## src/rtl/assert_macros.svh

```systemverilog
// Assertion macros shared by the RTL of the UTF-8 decoder.
// Each macro expects signals named clk and rst_n in the module that uses it.
`ifndef ASSERT_MACROS_SVH
`define ASSERT_MACROS_SVH

// Property must hold at every clock edge outside reset.
`define ASSERT_ALWAYS(lbl, prop, msg) \
    lbl: assert property (@(posedge clk) disable iff (!rst_n) (prop)) else $error(msg);

// Expression must never be true at a clock edge outside reset.
`define ASSERT_NEVER(lbl, expr, msg) \
    lbl: assert property (@(posedge clk) disable iff (!rst_n) !(expr)) else $error(msg);

`endif

```

## src/rtl/utf8dv_pkg.sv

```systemverilog
// Types and constants for the UTF-8 decoder and codepoint search block.
// No dependencies.
package utf8dv_pkg;

    localparam int CP_BITS   = 21;
    localparam int IDX_BITS  = 24;
    localparam int BLEN_BITS = 3;

    // Configuration register indexes on the write port.
    localparam logic CFG_TARGET = 1'b0;
    localparam logic CFG_ENABLE = 1'b1;

    // Result kinds carried on the output tuser.
    typedef enum logic [1:0] {
        KIND_CHAR     = 2'd0,
        KIND_BAD_LEAD = 2'd1,
        KIND_BAD_CONT = 2'd2,
        KIND_TRUNC    = 2'd3
    } kind_t;

    // Byte class masks and patterns.
    localparam logic [7:0] ASCII_MASK = 8'h80;
    localparam logic [7:0] LEAD2_MASK = 8'hE0;
    localparam logic [7:0] LEAD2_PAT  = 8'hC0;
    localparam logic [7:0] LEAD3_MASK = 8'hF0;
    localparam logic [7:0] LEAD3_PAT  = 8'hE0;
    localparam logic [7:0] LEAD4_MASK = 8'hF8;
    localparam logic [7:0] LEAD4_PAT  = 8'hF0;
    localparam logic [7:0] CONT_MASK  = 8'hC0;
    localparam logic [7:0] CONT_PAT   = 8'h80;

    // One result item.
    typedef struct packed {
        kind_t                 kind;
        logic [CP_BITS-1:0]    codepoint;
        logic [IDX_BITS-1:0]   char_index;
        logic [BLEN_BITS-1:0]  byte_length;
        logic                  is_match;
        logic                  stream_done;
        logic [IDX_BITS-1:0]   char_count;
        logic                  match_found;
        logic [IDX_BITS-1:0]   first_match_index;
    } result_t;

    // Search configuration handed to the decode core.
    typedef struct packed {
        logic [CP_BITS-1:0] target;
        logic               enable;
    } search_cfg_t;

endpackage

```

## src/rtl/utf8_decode_validate_search.sv

```systemverilog
// UTF-8 decoder with codepoint search: one byte per cycle while s_tready is high, zero or one result per byte.
// Each result is registered in the output register, or in the skid register while that one is stalled.
// The decode core is combinational; its state registers and counters update on each accepted byte.
// A two-entry output stage (result register plus skid register) keeps s_tready high while one result waits.
// Reset (rst_n, asynchronous, active low) clears the stream state, the output stage and both config registers.
// Depends on utf8dv_pkg, utf8dv_core and assert_macros.svh.
`include "assert_macros.svh"

module utf8_decode_validate_search #(
    parameter int INDEX_BITS = 24
) (
    input  logic         clk,
    input  logic         rst_n,
    // Configuration write port.
    input  logic         cfg_we,
    input  logic         cfg_index,
    input  logic [20:0]  cfg_data,
    // Byte stream in.
    input  logic         s_tvalid,
    output logic         s_tready,
    input  logic [7:0]   s_tdata,   // [7:0] byte_in
    input  logic         s_tlast,   // end_of_stream
    // Result stream out.
    output logic         m_tvalid,
    input  logic         m_tready,
    output logic [103:0] m_tdata,   // codepoint, char_index, byte_length, is_match,
                                    // char_count, match_found, first_match_index, zero pad
    output logic [1:0]   m_tuser,   // [1:0] result_kind
    output logic         m_tlast    // stream_done
);

    logic [20:0]             target_reg;
    logic                    enable_reg;
    utf8dv_pkg::search_cfg_t cfg;
    logic                    accept;
    logic                    res_valid;
    utf8dv_pkg::result_t     res;
    logic                    load;
    logic                    pop;
    utf8dv_pkg::result_t     out_reg;
    logic                    out_valid_reg;
    utf8dv_pkg::result_t     skid_reg;
    logic                    skid_valid_reg;

    // Configuration registers.
    always_ff @(posedge clk or negedge rst_n)
    begin
        if (!rst_n)
        begin
            target_reg <= '0;
            enable_reg <= 1'b0;
        end
        else if (cfg_we)
        begin
            case (cfg_index)
                utf8dv_pkg::CFG_TARGET: target_reg <= cfg_data;
                utf8dv_pkg::CFG_ENABLE: enable_reg <= cfg_data[0];
                default:                ;
            endcase
        end
    end

    assign cfg.target = target_reg;
    assign cfg.enable = enable_reg;

    // Input transfer and decode.
    assign s_tready = !skid_valid_reg;
    assign accept   = s_tvalid && s_tready;

    utf8dv_core #(
        .INDEX_BITS (INDEX_BITS)
    ) u_core (
        .clk       (clk),
        .rst_n     (rst_n),
        .accept    (accept),
        .byte_in   (s_tdata),
        .last      (s_tlast),
        .cfg       (cfg),
        .res_valid (res_valid),
        .res       (res)
    );

    // Output register with a skid register behind it.
    assign load = accept && res_valid;
    assign pop  = out_valid_reg && m_tready;

    always_ff @(posedge clk or negedge rst_n)
    begin
        if (!rst_n)
        begin
            out_valid_reg  <= 1'b0;
            skid_valid_reg <= 1'b0;
        end
        else if (!out_valid_reg || pop)
        begin
            if (skid_valid_reg)
            begin
                out_valid_reg  <= 1'b1;
                skid_valid_reg <= 1'b0;
            end
            else
            begin
                out_valid_reg <= load;
            end
        end
        else if (load)
        begin
            skid_valid_reg <= 1'b1;
        end
    end

    always_ff @(posedge clk)
    begin
        if (!out_valid_reg || pop)
        begin
            if (skid_valid_reg)
            begin
                out_reg <= skid_reg;
            end
            else if (load)
            begin
                out_reg <= res;
            end
        end
        else if (load)
        begin
            skid_reg <= res;
        end
    end

    // Pack the result onto the master side.
    assign m_tvalid = out_valid_reg;
    assign m_tuser  = out_reg.kind;
    assign m_tlast  = out_reg.stream_done;
    assign m_tdata  = {6'd0,
                       out_reg.first_match_index,
                       out_reg.match_found,
                       out_reg.char_count,
                       out_reg.is_match,
                       out_reg.byte_length,
                       out_reg.char_index,
                       out_reg.codepoint};

    // Checks on the output stage and configuration.
    `ASSERT_ALWAYS(a_skid_behind_out, skid_valid_reg |-> out_valid_reg, "skid entry without an output entry")
    `ASSERT_NEVER(a_no_overflow, skid_valid_reg && load, "result arrived with both entries full")
    `ASSERT_ALWAYS(a_cfg_enable, (cfg_we && cfg_index == utf8dv_pkg::CFG_ENABLE) |=> (enable_reg == $past(cfg_data[0])), "search enable write lost")

endmodule

```

## src/rtl/utf8dv_core.sv

```systemverilog
// Decode core: byte classification, codepoint assembly, counters and search.
// Depends on utf8dv_pkg and assert_macros.svh.
`include "assert_macros.svh"

module utf8dv_core #(
    parameter int INDEX_BITS = 24
) (
    input  logic                   clk,
    input  logic                   rst_n,
    input  logic                   accept,
    input  logic [7:0]             byte_in,
    input  logic                   last,
    input  utf8dv_pkg::search_cfg_t cfg,
    output logic                   res_valid,
    output utf8dv_pkg::result_t    res
);

    localparam logic [INDEX_BITS-1:0] CNT_MAX = {INDEX_BITS{1'b1}};

    // Stream state.
    logic [1:0]                     rem_reg, rem_next;
    logic [utf8dv_pkg::CP_BITS-1:0] part_reg, part_next;
    logic [2:0]                     seqlen_reg, seqlen_next;
    logic [INDEX_BITS-1:0]          count_reg, count_next;
    logic [INDEX_BITS-1:0]          first_reg, first_next;
    logic                           seen_reg, seen_next;
    logic                           err_reg, err_next;

    // Decode intermediates.
    logic                           do_finish;
    logic                           do_error;
    utf8dv_pkg::kind_t              err_kind;
    logic [2:0]                     blen;
    logic [utf8dv_pkg::CP_BITS-1:0] cp;
    logic [utf8dv_pkg::CP_BITS-1:0] cp_cont;
    logic [1:0]                     rem_dec;
    logic                           match;
    logic [INDEX_BITS-1:0]          count_inc;
    logic [INDEX_BITS-1:0]          first_upd;
    logic                           seen_upd;

    assign cp_cont   = {part_reg[utf8dv_pkg::CP_BITS-7:0], byte_in[5:0]};
    assign rem_dec   = rem_reg - 2'd1;
    assign match     = cfg.enable && (cp == cfg.target);
    assign count_inc = (count_reg == CNT_MAX) ? count_reg : count_reg + INDEX_BITS'(1);
    assign seen_upd  = seen_reg | match;
    assign first_upd = (match && !seen_reg) ? count_reg : first_reg;

    // Classify the byte and decide on a finished character or an error.
    always_comb
    begin
        do_finish   = 1'b0;
        do_error    = 1'b0;
        err_kind    = utf8dv_pkg::KIND_BAD_LEAD;
        blen        = 3'd1;
        cp          = '0;
        rem_next    = rem_reg;
        part_next   = part_reg;
        seqlen_next = seqlen_reg;
        if (err_reg)
        begin
            // Bytes are dropped until the end of the stream.
        end
        else if (rem_reg == 2'd0)
        begin
            if ((byte_in & utf8dv_pkg::ASCII_MASK) == 8'h00)
            begin
                do_finish = 1'b1;
                cp        = utf8dv_pkg::CP_BITS'(byte_in);
                blen      = 3'd1;
            end
            else if ((byte_in & utf8dv_pkg::LEAD2_MASK) == utf8dv_pkg::LEAD2_PAT)
            begin
                part_next   = utf8dv_pkg::CP_BITS'(byte_in[4:0]);
                rem_next    = 2'd1;
                seqlen_next = 3'd2;
            end
            else if ((byte_in & utf8dv_pkg::LEAD3_MASK) == utf8dv_pkg::LEAD3_PAT)
            begin
                part_next   = utf8dv_pkg::CP_BITS'(byte_in[3:0]);
                rem_next    = 2'd2;
                seqlen_next = 3'd3;
            end
            else if ((byte_in & utf8dv_pkg::LEAD4_MASK) == utf8dv_pkg::LEAD4_PAT)
            begin
                part_next   = utf8dv_pkg::CP_BITS'(byte_in[2:0]);
                rem_next    = 2'd3;
                seqlen_next = 3'd4;
            end
            else
            begin
                do_error = 1'b1;
                err_kind = utf8dv_pkg::KIND_BAD_LEAD;
                blen     = 3'd1;
            end
            // A multi-byte lead on the end byte is a truncation.
            if (!do_finish && !do_error && last)
            begin
                do_error = 1'b1;
                err_kind = utf8dv_pkg::KIND_TRUNC;
                blen     = seqlen_next;
            end
        end
        else if ((byte_in & utf8dv_pkg::CONT_MASK) != utf8dv_pkg::CONT_PAT)
        begin
            do_error = 1'b1;
            err_kind = utf8dv_pkg::KIND_BAD_CONT;
            blen     = seqlen_reg;
        end
        else if (rem_dec == 2'd0)
        begin
            do_finish = 1'b1;
            cp        = cp_cont;
            blen      = seqlen_reg;
        end
        else if (last)
        begin
            do_error = 1'b1;
            err_kind = utf8dv_pkg::KIND_TRUNC;
            blen     = seqlen_reg;
        end
        else
        begin
            part_next = cp_cont;
            rem_next  = rem_dec;
        end
        // A finished character, an error or the end byte drops the partial character.
        if (do_finish || do_error || last)
        begin
            rem_next    = 2'd0;
            part_next   = '0;
            seqlen_next = 3'd0;
        end
    end

    // Result item and the remaining state updates.
    always_comb
    begin
        res_valid  = do_finish || do_error;
        count_next = count_reg;
        first_next = first_reg;
        seen_next  = seen_reg;
        err_next   = err_reg;

        res.kind              = do_finish ? utf8dv_pkg::KIND_CHAR : err_kind;
        res.codepoint         = do_finish ? cp : '0;
        res.char_index        = utf8dv_pkg::IDX_BITS'(count_reg);
        res.byte_length       = blen;
        res.is_match          = do_finish && match;
        res.stream_done       = last;
        res.char_count        = utf8dv_pkg::IDX_BITS'(count_reg);
        res.match_found       = seen_reg;
        res.first_match_index = utf8dv_pkg::IDX_BITS'(first_reg);

        if (do_finish)
        begin
            count_next            = count_inc;
            seen_next             = seen_upd;
            first_next            = first_upd;
            res.char_count        = utf8dv_pkg::IDX_BITS'(count_inc);
            res.match_found       = seen_upd;
            res.first_match_index = utf8dv_pkg::IDX_BITS'(first_upd);
        end
        if (do_error)
        begin
            err_next = 1'b1;
        end
        // The end byte restarts the stream after its result is formed.
        if (last)
        begin
            count_next  = '0;
            first_next  = '0;
            seen_next   = 1'b0;
            err_next    = 1'b0;
        end
    end

    // State registers advance on each accepted transfer.
    always_ff @(posedge clk or negedge rst_n)
    begin
        if (!rst_n)
        begin
            rem_reg    <= 2'd0;
            part_reg   <= '0;
            seqlen_reg <= 3'd0;
            count_reg  <= '0;
            first_reg  <= '0;
            seen_reg   <= 1'b0;
            err_reg    <= 1'b0;
        end
        else if (accept)
        begin
            rem_reg    <= rem_next;
            part_reg   <= part_next;
            seqlen_reg <= seqlen_next;
            count_reg  <= count_next;
            first_reg  <= first_next;
            seen_reg   <= seen_next;
            err_reg    <= err_next;
        end
    end

    // Checks on the decode state.
    `ASSERT_ALWAYS(a_latched_silent, err_reg |-> !res_valid, "result produced while error latched")
    `ASSERT_ALWAYS(a_idle_clear, (rem_reg == 2'd0) |-> (part_reg == '0 && seqlen_reg == 3'd0), "stale partial character with no bytes pending")
    `ASSERT_ALWAYS(a_first_clear, !seen_reg |-> (first_reg == '0), "first match index set without a match")
    `ASSERT_ALWAYS(a_error_latches, (accept && res_valid && res.kind != utf8dv_pkg::KIND_CHAR && !last) |=> err_reg, "error did not latch")

endmodule
```

## config.mk

```make
export PLATFORM = sky130hd
export DESIGN_NAME = utf8_decode_validate_search
export DESIGN_NICKNAME = d
export VERILOG_FILES = /design/src/rtl/utf8dv_pkg.sv /design/src/rtl/utf8_decode_validate_search.sv /design/src/rtl/utf8dv_core.sv
export VERILOG_INCLUDE_DIRS = /design/src /design/src/rtl
export SDC_FILE = /design/constraint.sdc
export NUM_CORES = 1
export LEC_CHECK = 0
export ABC_AREA = 1
export BUFFER_PORTS_ARGS = -buffer_cell sky130_fd_sc_hd__buf_2
export CAP_MARGIN = 20
export CORE_MARGIN = 1
export CORE_UTILIZATION = 42
export DETAILED_ROUTE_END_ITERATION = 16
export PLACE_DENSITY = 0.72
export SLEW_MARGIN = 20
export SYNTH_ARGS = -nofsm -noshare
export SYNTH_HDL_FRONTEND = slang
export SYNTH_HIERARCHICAL = 1
export SYNTH_SLANG_ARGS = --single-unit
export TNS_END_PERCENT = 1
```

## constraint.sdc

```tcl
create_clock -name clk -period 7.45 [get_ports clk]
set_clock_uncertainty 0.1 [all_clocks]
set_input_delay 0.3725 -clock clk [delete_from_list [all_inputs] [get_ports clk]]
set_output_delay 0.3725 -clock clk [all_outputs]
set_load 0.01 [all_outputs]
```

==> Word-level counts from Yosys, hierarchy flattened <==
Index checks and enable logic that the tools add are counted.
{ "totals": {"register_bits": 296, "latch_bits": 0, "ramBits": 0, "mem_bits_ro": 0, "in_bits": 36, "mem_count": 0} }
{ "op_classes": {"n_addsub": 2, "mul": 0, "div_mod_pow": 0, "magnitude_cmp": 0, "n_eq_ne": 12, "shifts": 0, "n_mux": 81, "bitwise_logic": 3, "reduce_logical": 32} }
{ "ops": {"columns": ["op", "count"], "rows": [
  ["$mux W101", 2],
  ["$mux W15", 10],
  ["$mux W24", 6],
  ["$mux W21", 5],
  ["$mux W49", 1],
  ["$mux W3", 13],
  ["$mux W2", 17],
  ["$mux W1", 26],
  ["$add A24 B1 Y24 const B", 1],
  ["$eq A24 B24 Y1 const B", 1],
  ["$eq A21 B21 Y1", 1],
  ["$reduce_and A2 Y1", 6],
  ["$reduce_bool A2 Y1", 5],
  ["$logic_and A1 B1 Y1", 8],
  ["$logic_not A8 Y1", 1],
  ["$mux W8", 1],
  ["$reduce_and A7 Y1", 1],
  ["$ne A3 B2 Y1 const B", 2],
  ["$eq A5 B5 Y1 const B", 1],
  ["$logic_not A1 Y1", 5],
  ["$ne A5 B5 Y1 const B", 1],
  ["$eq A4 B4 Y1 const B", 1],
  ["$logic_not A2 Y1", 2],
  ["$ne A2 B2 Y1 const B", 2],
  ["other kinds (8)", 11]
]} }

==> Depth between registers and ports, before layout <==
{ "logic_depth": {"depth_word": 17, "depth_mapped": 19, "depth_no_buf": 17} }

==> Cells and area by module <==
The synthesis kept the hierarchy.
{ "by_module_without_submodules": {"columns": ["mod", "n_inst", "cells_each", "area_each_um2", "seq_area_each_um2"], "rows": [
  ["utf8_decode_validate_search", 1, 646, 8395.6, 6666.4],
  ["utf8dv_core", 1, 897, 5580.4, 1751.7]
]} }

==> Worst setup path after synthesis <==
OpenSTA, ideal clock, no wires.
{ "synth_timing": {"kind": "input to register", "startpoint": "input port s_tdata[7]", "endpoint": "register out_reg, in the netlist m_tdata[0] (enable)", "arrival_time_ns": 5.476, "t_required_ns": 6.789, "slack_ns": 1.313, "cell_stages": 11, "path_cell_list": "inv_1 -> nor2_2 -> buf_4 -> buf_6 -> nor2_1 -> a21oi_1 -> nand3_1 -> o21ai_2 -> inv_1 -> a21oi_1 -> nor2_1"} }
{ "synth_via": {"elab_chain_cells": 17} }
{ "synth_lines": {"columns": ["element", "line", "source"], "rows": [
  ["from (decl)", "utf8_decode_validate_search.sv:21", "input logic [7:0] s_tdata,"],
  ["$eq A5 B5 Y1", "utf8dv_core.sv:84", "else if ((byte_in & utf8dv_pkg::LEAD4_MASK) == utf8dv_pkg::LEAD4_PAT)"],
  ["$mux W1", "utf8dv_core.sv:84", null],
  ["$mux W1", "utf8dv_core.sv:78", "else if ((byte_in & utf8dv_pkg::LEAD3_MASK) == utf8dv_pkg::LEAD3_PAT)"],
  ["$mux W1", "utf8dv_core.sv:72", "else if ((byte_in & utf8dv_pkg::LEAD2_MASK) == utf8dv_pkg::LEAD2_PAT)"],
  ["$mux W1", "utf8dv_core.sv:66", "if ((byte_in & utf8dv_pkg::ASCII_MASK) == 8'h00)"],
  ["$mux W1", "utf8dv_core.sv:64", "else if (rem_reg == 2'd0)"],
  ["$mux W1", "utf8dv_core.sv:60", "if (err_reg)"],
  ["$logic_not A1 Y1", "utf8dv_core.sv:97", "if (!do_finish && !do_error && last)"],
  ["$logic_and A1 B1 Y1 (2 in series)", "utf8dv_core.sv:97", null],
  ["$mux W1", "utf8dv_core.sv:97", null],
  ["$mux W1", "utf8dv_core.sv:64", null],
  ["$mux W1", "utf8dv_core.sv:60", null],
  ["$logic_or A1 B1 Y1 (*)", "utf8dv_core.sv:139", "res_valid = do_finish || do_error;"],
  ["via res_valid", "utf8_decode_validate_search.sv:36", "logic res_valid;"],
  ["$logic_and A1 B1 Y1 (*)", "utf8_decode_validate_search.sv:84", "assign load = accept && res_valid;"],
  ["$reduce_bool A2 Y1 (no source line) (*)", null, null],
  ["$reduce_and A2 Y1 (no source line) (*)", null, null],
  ["to (signal assigned)", "utf8_decode_validate_search.sv:118", "out_reg <= skid_reg;"],
  ["to (signal assigned)", "utf8_decode_validate_search.sv:122", "out_reg <= res;"],
  ["to (decl)", "utf8_decode_validate_search.sv:40", "utf8dv_pkg::result_t out_reg;"]
]} }
Mark *: on every way through the listed nets, which the timed path passes. The rest lies on a longest branch. The select of a mux whose other input is x is not followed.
A chain may end at the register's enable or synchronous reset.

==> impl_metrics.json <==
{
  "synth-xor-area-share_pct": 1.07,
  "cts_setup_buffers": 0,
  "finalWorstSetupSlack_ns": 3.21,
  "synthSimpleGateAreaFrac_pct": 28.1,
  "finalSetupTns_ns": 0,
  "slew_violations": 0,
  "place_ws_ns": 3.19,
  "worstPathCellList": "clkinv_1, nand2_1, nand2_2, buf_4, nand3b_1, nand2_1, nor2_1, nand3_2, nor2_4, nand3_1, nand3_1, nand2_1, nand2_1, nand2_1",
  "core_sq_um": 32600,
  "yosysSeqAreaShare_pct": 60.2,
  "rr_worst_depth": 14,
  "crit_type": "reg2reg",
  "ctsHtreeMaxLevel": 1,
  "crit_path_max_incr_delay_ns": 0.73,
  "vias_per_cell": 5.07,
  "worstPathMaxFanout": 70,
  "holdPathStages": 3,
  "post_drt_wl_per_cell_um": 16.7,
  "crit_top_cell": "nand2_1",
  "vias": 10894,
  "holdCritPathClass": "in2reg",
  "rsz0062_at_grt": "false",
  "syn2layout_area_growth_pct": 15.0,
  "hpwl_mm": 24.3,
  "die_w_um": 184,
  "startpoint_type": "flop",
  "drv_cap": 0,
  "clk_pin_slew_ns": 0.06,
  "synth.distinct_cells": 36,
  "ys_ff_latch": 296,
  "status": "completed",
  "cp_data_required_time_ns": 7.66,
  "critPathSlowestCell": "clkinv_1",
  "placed_area_sq_um": 14900,
  "seqCellArea_sq_um": 8420,
  "diodes": 0,
  "dieArea_sq_um": 34000,
  "synth_top_family_by_area": "simple AND/OR/NAND/NOR gates",
  "synth_area_per_cell_sq_um": 9.06,
  "netlist_instances": 1543,
  "crit_cells": 14,
  "row_count": 66,
  "gr-usage-all-layers_pct": 21.6,
  "critPathBufInv": 2,
  "final_util_pct": 49.3,
  "clock_path_buffers": 3,
  "clock-sinks": 296,
  "synth_mux_area_share_pct": 0,
  "routed_wl_mm": 35.8,
  "drt_iter0_markers": 959,
  "clockRootBuffer": "clkbuf_16",
  "start_util_pct": 42.8,
  "final_cell_area_sq_um": 16100,
  "end_kind": "flop",
  "cts_resized": 0,
  "finalHoldViolations": 0,
  "cp_top_family": "simple AND/OR/NAND/NOR gates",
  "worst_pin_slew_ns": 1.04,
  "cts_tree": "done",
  "first_global_vias": 10543,
  "drive_gt1_share_pct": 14.1,
  "yosys_warnings": 6,
  "portBuffers": 138,
  "arrival_ns": 4.45,
  "synth_compound_gate_area_share_pct": 3.46,
  "grt_max_degree": 97,
  "multi_input_area_sq_um": 4610,
  "dieHeight_um": 184,
  "final_nets": 1719,
  "power_density_nw_per_um2": 284,
  "place_congestion": 0.964,
  "clk_latency_ns": 0.56,
  "synth_fa_ha_area_share_pct": 0.0895,
  "max_freq_mhz": 236,
  "io_pins": 145,
  "route.antenna.remaining_nets": 0,
  "drt_pass1_iterations": 8,
  "maxSlewHeadroom_pct": 30.7,
  "drc": 0,
  "period_share_pct": 56.9,
  "total_leakage_power_uw": 0.00730,
  "cts_buffers": 31,
  "synth.cell_area_sq_um": 14000,
  "vdd_drop_max_uv": 211,
  "fillers": 3034,
  "largest_register_ffs": 101,
  "finalSetupViolations": 0,
  "grt_pass1_wl_mm": 57.0,
  "overflow": 0,
  "antenna_found_initial": 0,
  "post-route-min-period_ns": 4.24
}
## metrics by stage
stage	total power (uW)	hold slack [ns]	cells
floorplan	2820	-0.0231	1548
global placement	3150	0.293	2068
detailed placement	3160	0.300	2068
CTS	4610	0.00200	2149
global route	4800	0.0373	2149
finish	4570	0.0171	2149
## layout make-up
| cell class | instances | share of cell area, % |
|---|---|---|
| Clock buffer | 36 | 4.94 |
| Clock inverter | 22 | 0.966 |
| Inverter | 141 | 3.31 |
| Multi-Input combinational cell | 1040 | 28.7 |
| Sequential cell | 296 | 52.4 |
| Tap cell | 442 | 3.44 |
| Timing Repair Buffer | 172 | 6.26 |
## cells in the final DEF (no fill, tap or decap), types with 21 or more instances in the layout
cell and instances:
nand4_1 28, dlygate4sd3_1 23, edfxtp_1 202, buf_2 137, nand3_2 21, nand3_1 131, o21ai_0 67, nand2_1 642
dfrtp_1 93, inv_1 134, nor2_1 67, clkbuf_16 31
## layer usage
layer | vias to the layer above | wire [um] | track usage (%)
li1 | 5302 | - | -
met1 | 5124 | 15400 | 29.2
met2 | 407 | 16900 | 35.4
met3 | 61 | 2290 | 3.14
met4 | 0 | 1130 | 7.70
met5 | - | 0 | 0
## report_power, final
| group | internal (uW) | total, uW | switching, uW |
|---|---|---|---|
| Clock | 801 | 1440 | 643 |
| Combinational | 244 | 940 | 697 |
| Sequential | 2070 | 2190 | 114 |
| Total | 3120 | 4570 | 1450 |
## synth_stat cells, drive strengths merged
library cell | count | area, sq um
o22ai | 7 | 43.8
o31ai | 2 | 15.0
nor4 | 4 | 25.0
edfxtp | 202 | 6070
o21ai | 70 | 354
a21oi | 10 | 50.1
nand4 | 28 | 175
clkinv | 3 | 11.3
dfrtp | 94 | 2350
inv | 138 | 521
nand3 | 152 | 866
or2 | 1 | 6.26
a31oi | 2 | 12.5
nor3b | 1 | 7.51
buf | 55 | 394
nand2 | 649 | 2460
nand3b | 4 | 30.0
clkbuf | 16 | 60.1
xor2 | 17 | 149
nor2 | 75 | 304
conb | 1 | 3.75
ha | 1 | 12.5
a2bb2oi | 1 | 8.76
nor3 | 10 | 50.1
## final timing paths
path                            slack, ns                    to      startpoint
worst max-delay path                 3.21           m_tdata[79]  u_core/err_reg
worst min-delay path                 0.02    u_core/part_reg[5]      s_tdata[5]
worst max register to register       3.21           m_tdata[79]  u_core/err_reg
worst min register to register       0.40        target_reg[15]  target_reg[15]
max in group asynchronous            5.85  u_core/count_reg[13]           rst_n
min in group asynchronous            0.23  u_core/seqlen_reg[0]           rst_n
## worst reg2reg max path, delay by kind of cell, from the launching register on
kind	cells	cell delay, ns
AND/OR/NAND/NOR	12	2.25
flip-flops	1	0.61
buffers and inverters	2	1.03
## repair_timing
item / 4_1_cts / 5_1_grt
hold buffers: 23 / 0
endpoints found under the setup margin: 0 / 0
hold endpoints to repair: 61 / 0
## kinds of logic after synthesis
| logic type | after synthesis |
|---|---|
| buffers and inverters | 212 |
| XOR/XNOR | 17 |
| AO/OA/AOI/OAI | 92 |
| other | 1 |
| adder cells (fa/ha/maj) | 1 |
| flip-flops | 296 |
| AND/OR/NAND/NOR | 924 |
Note: power is estimated with default switching activity, not from simulation.
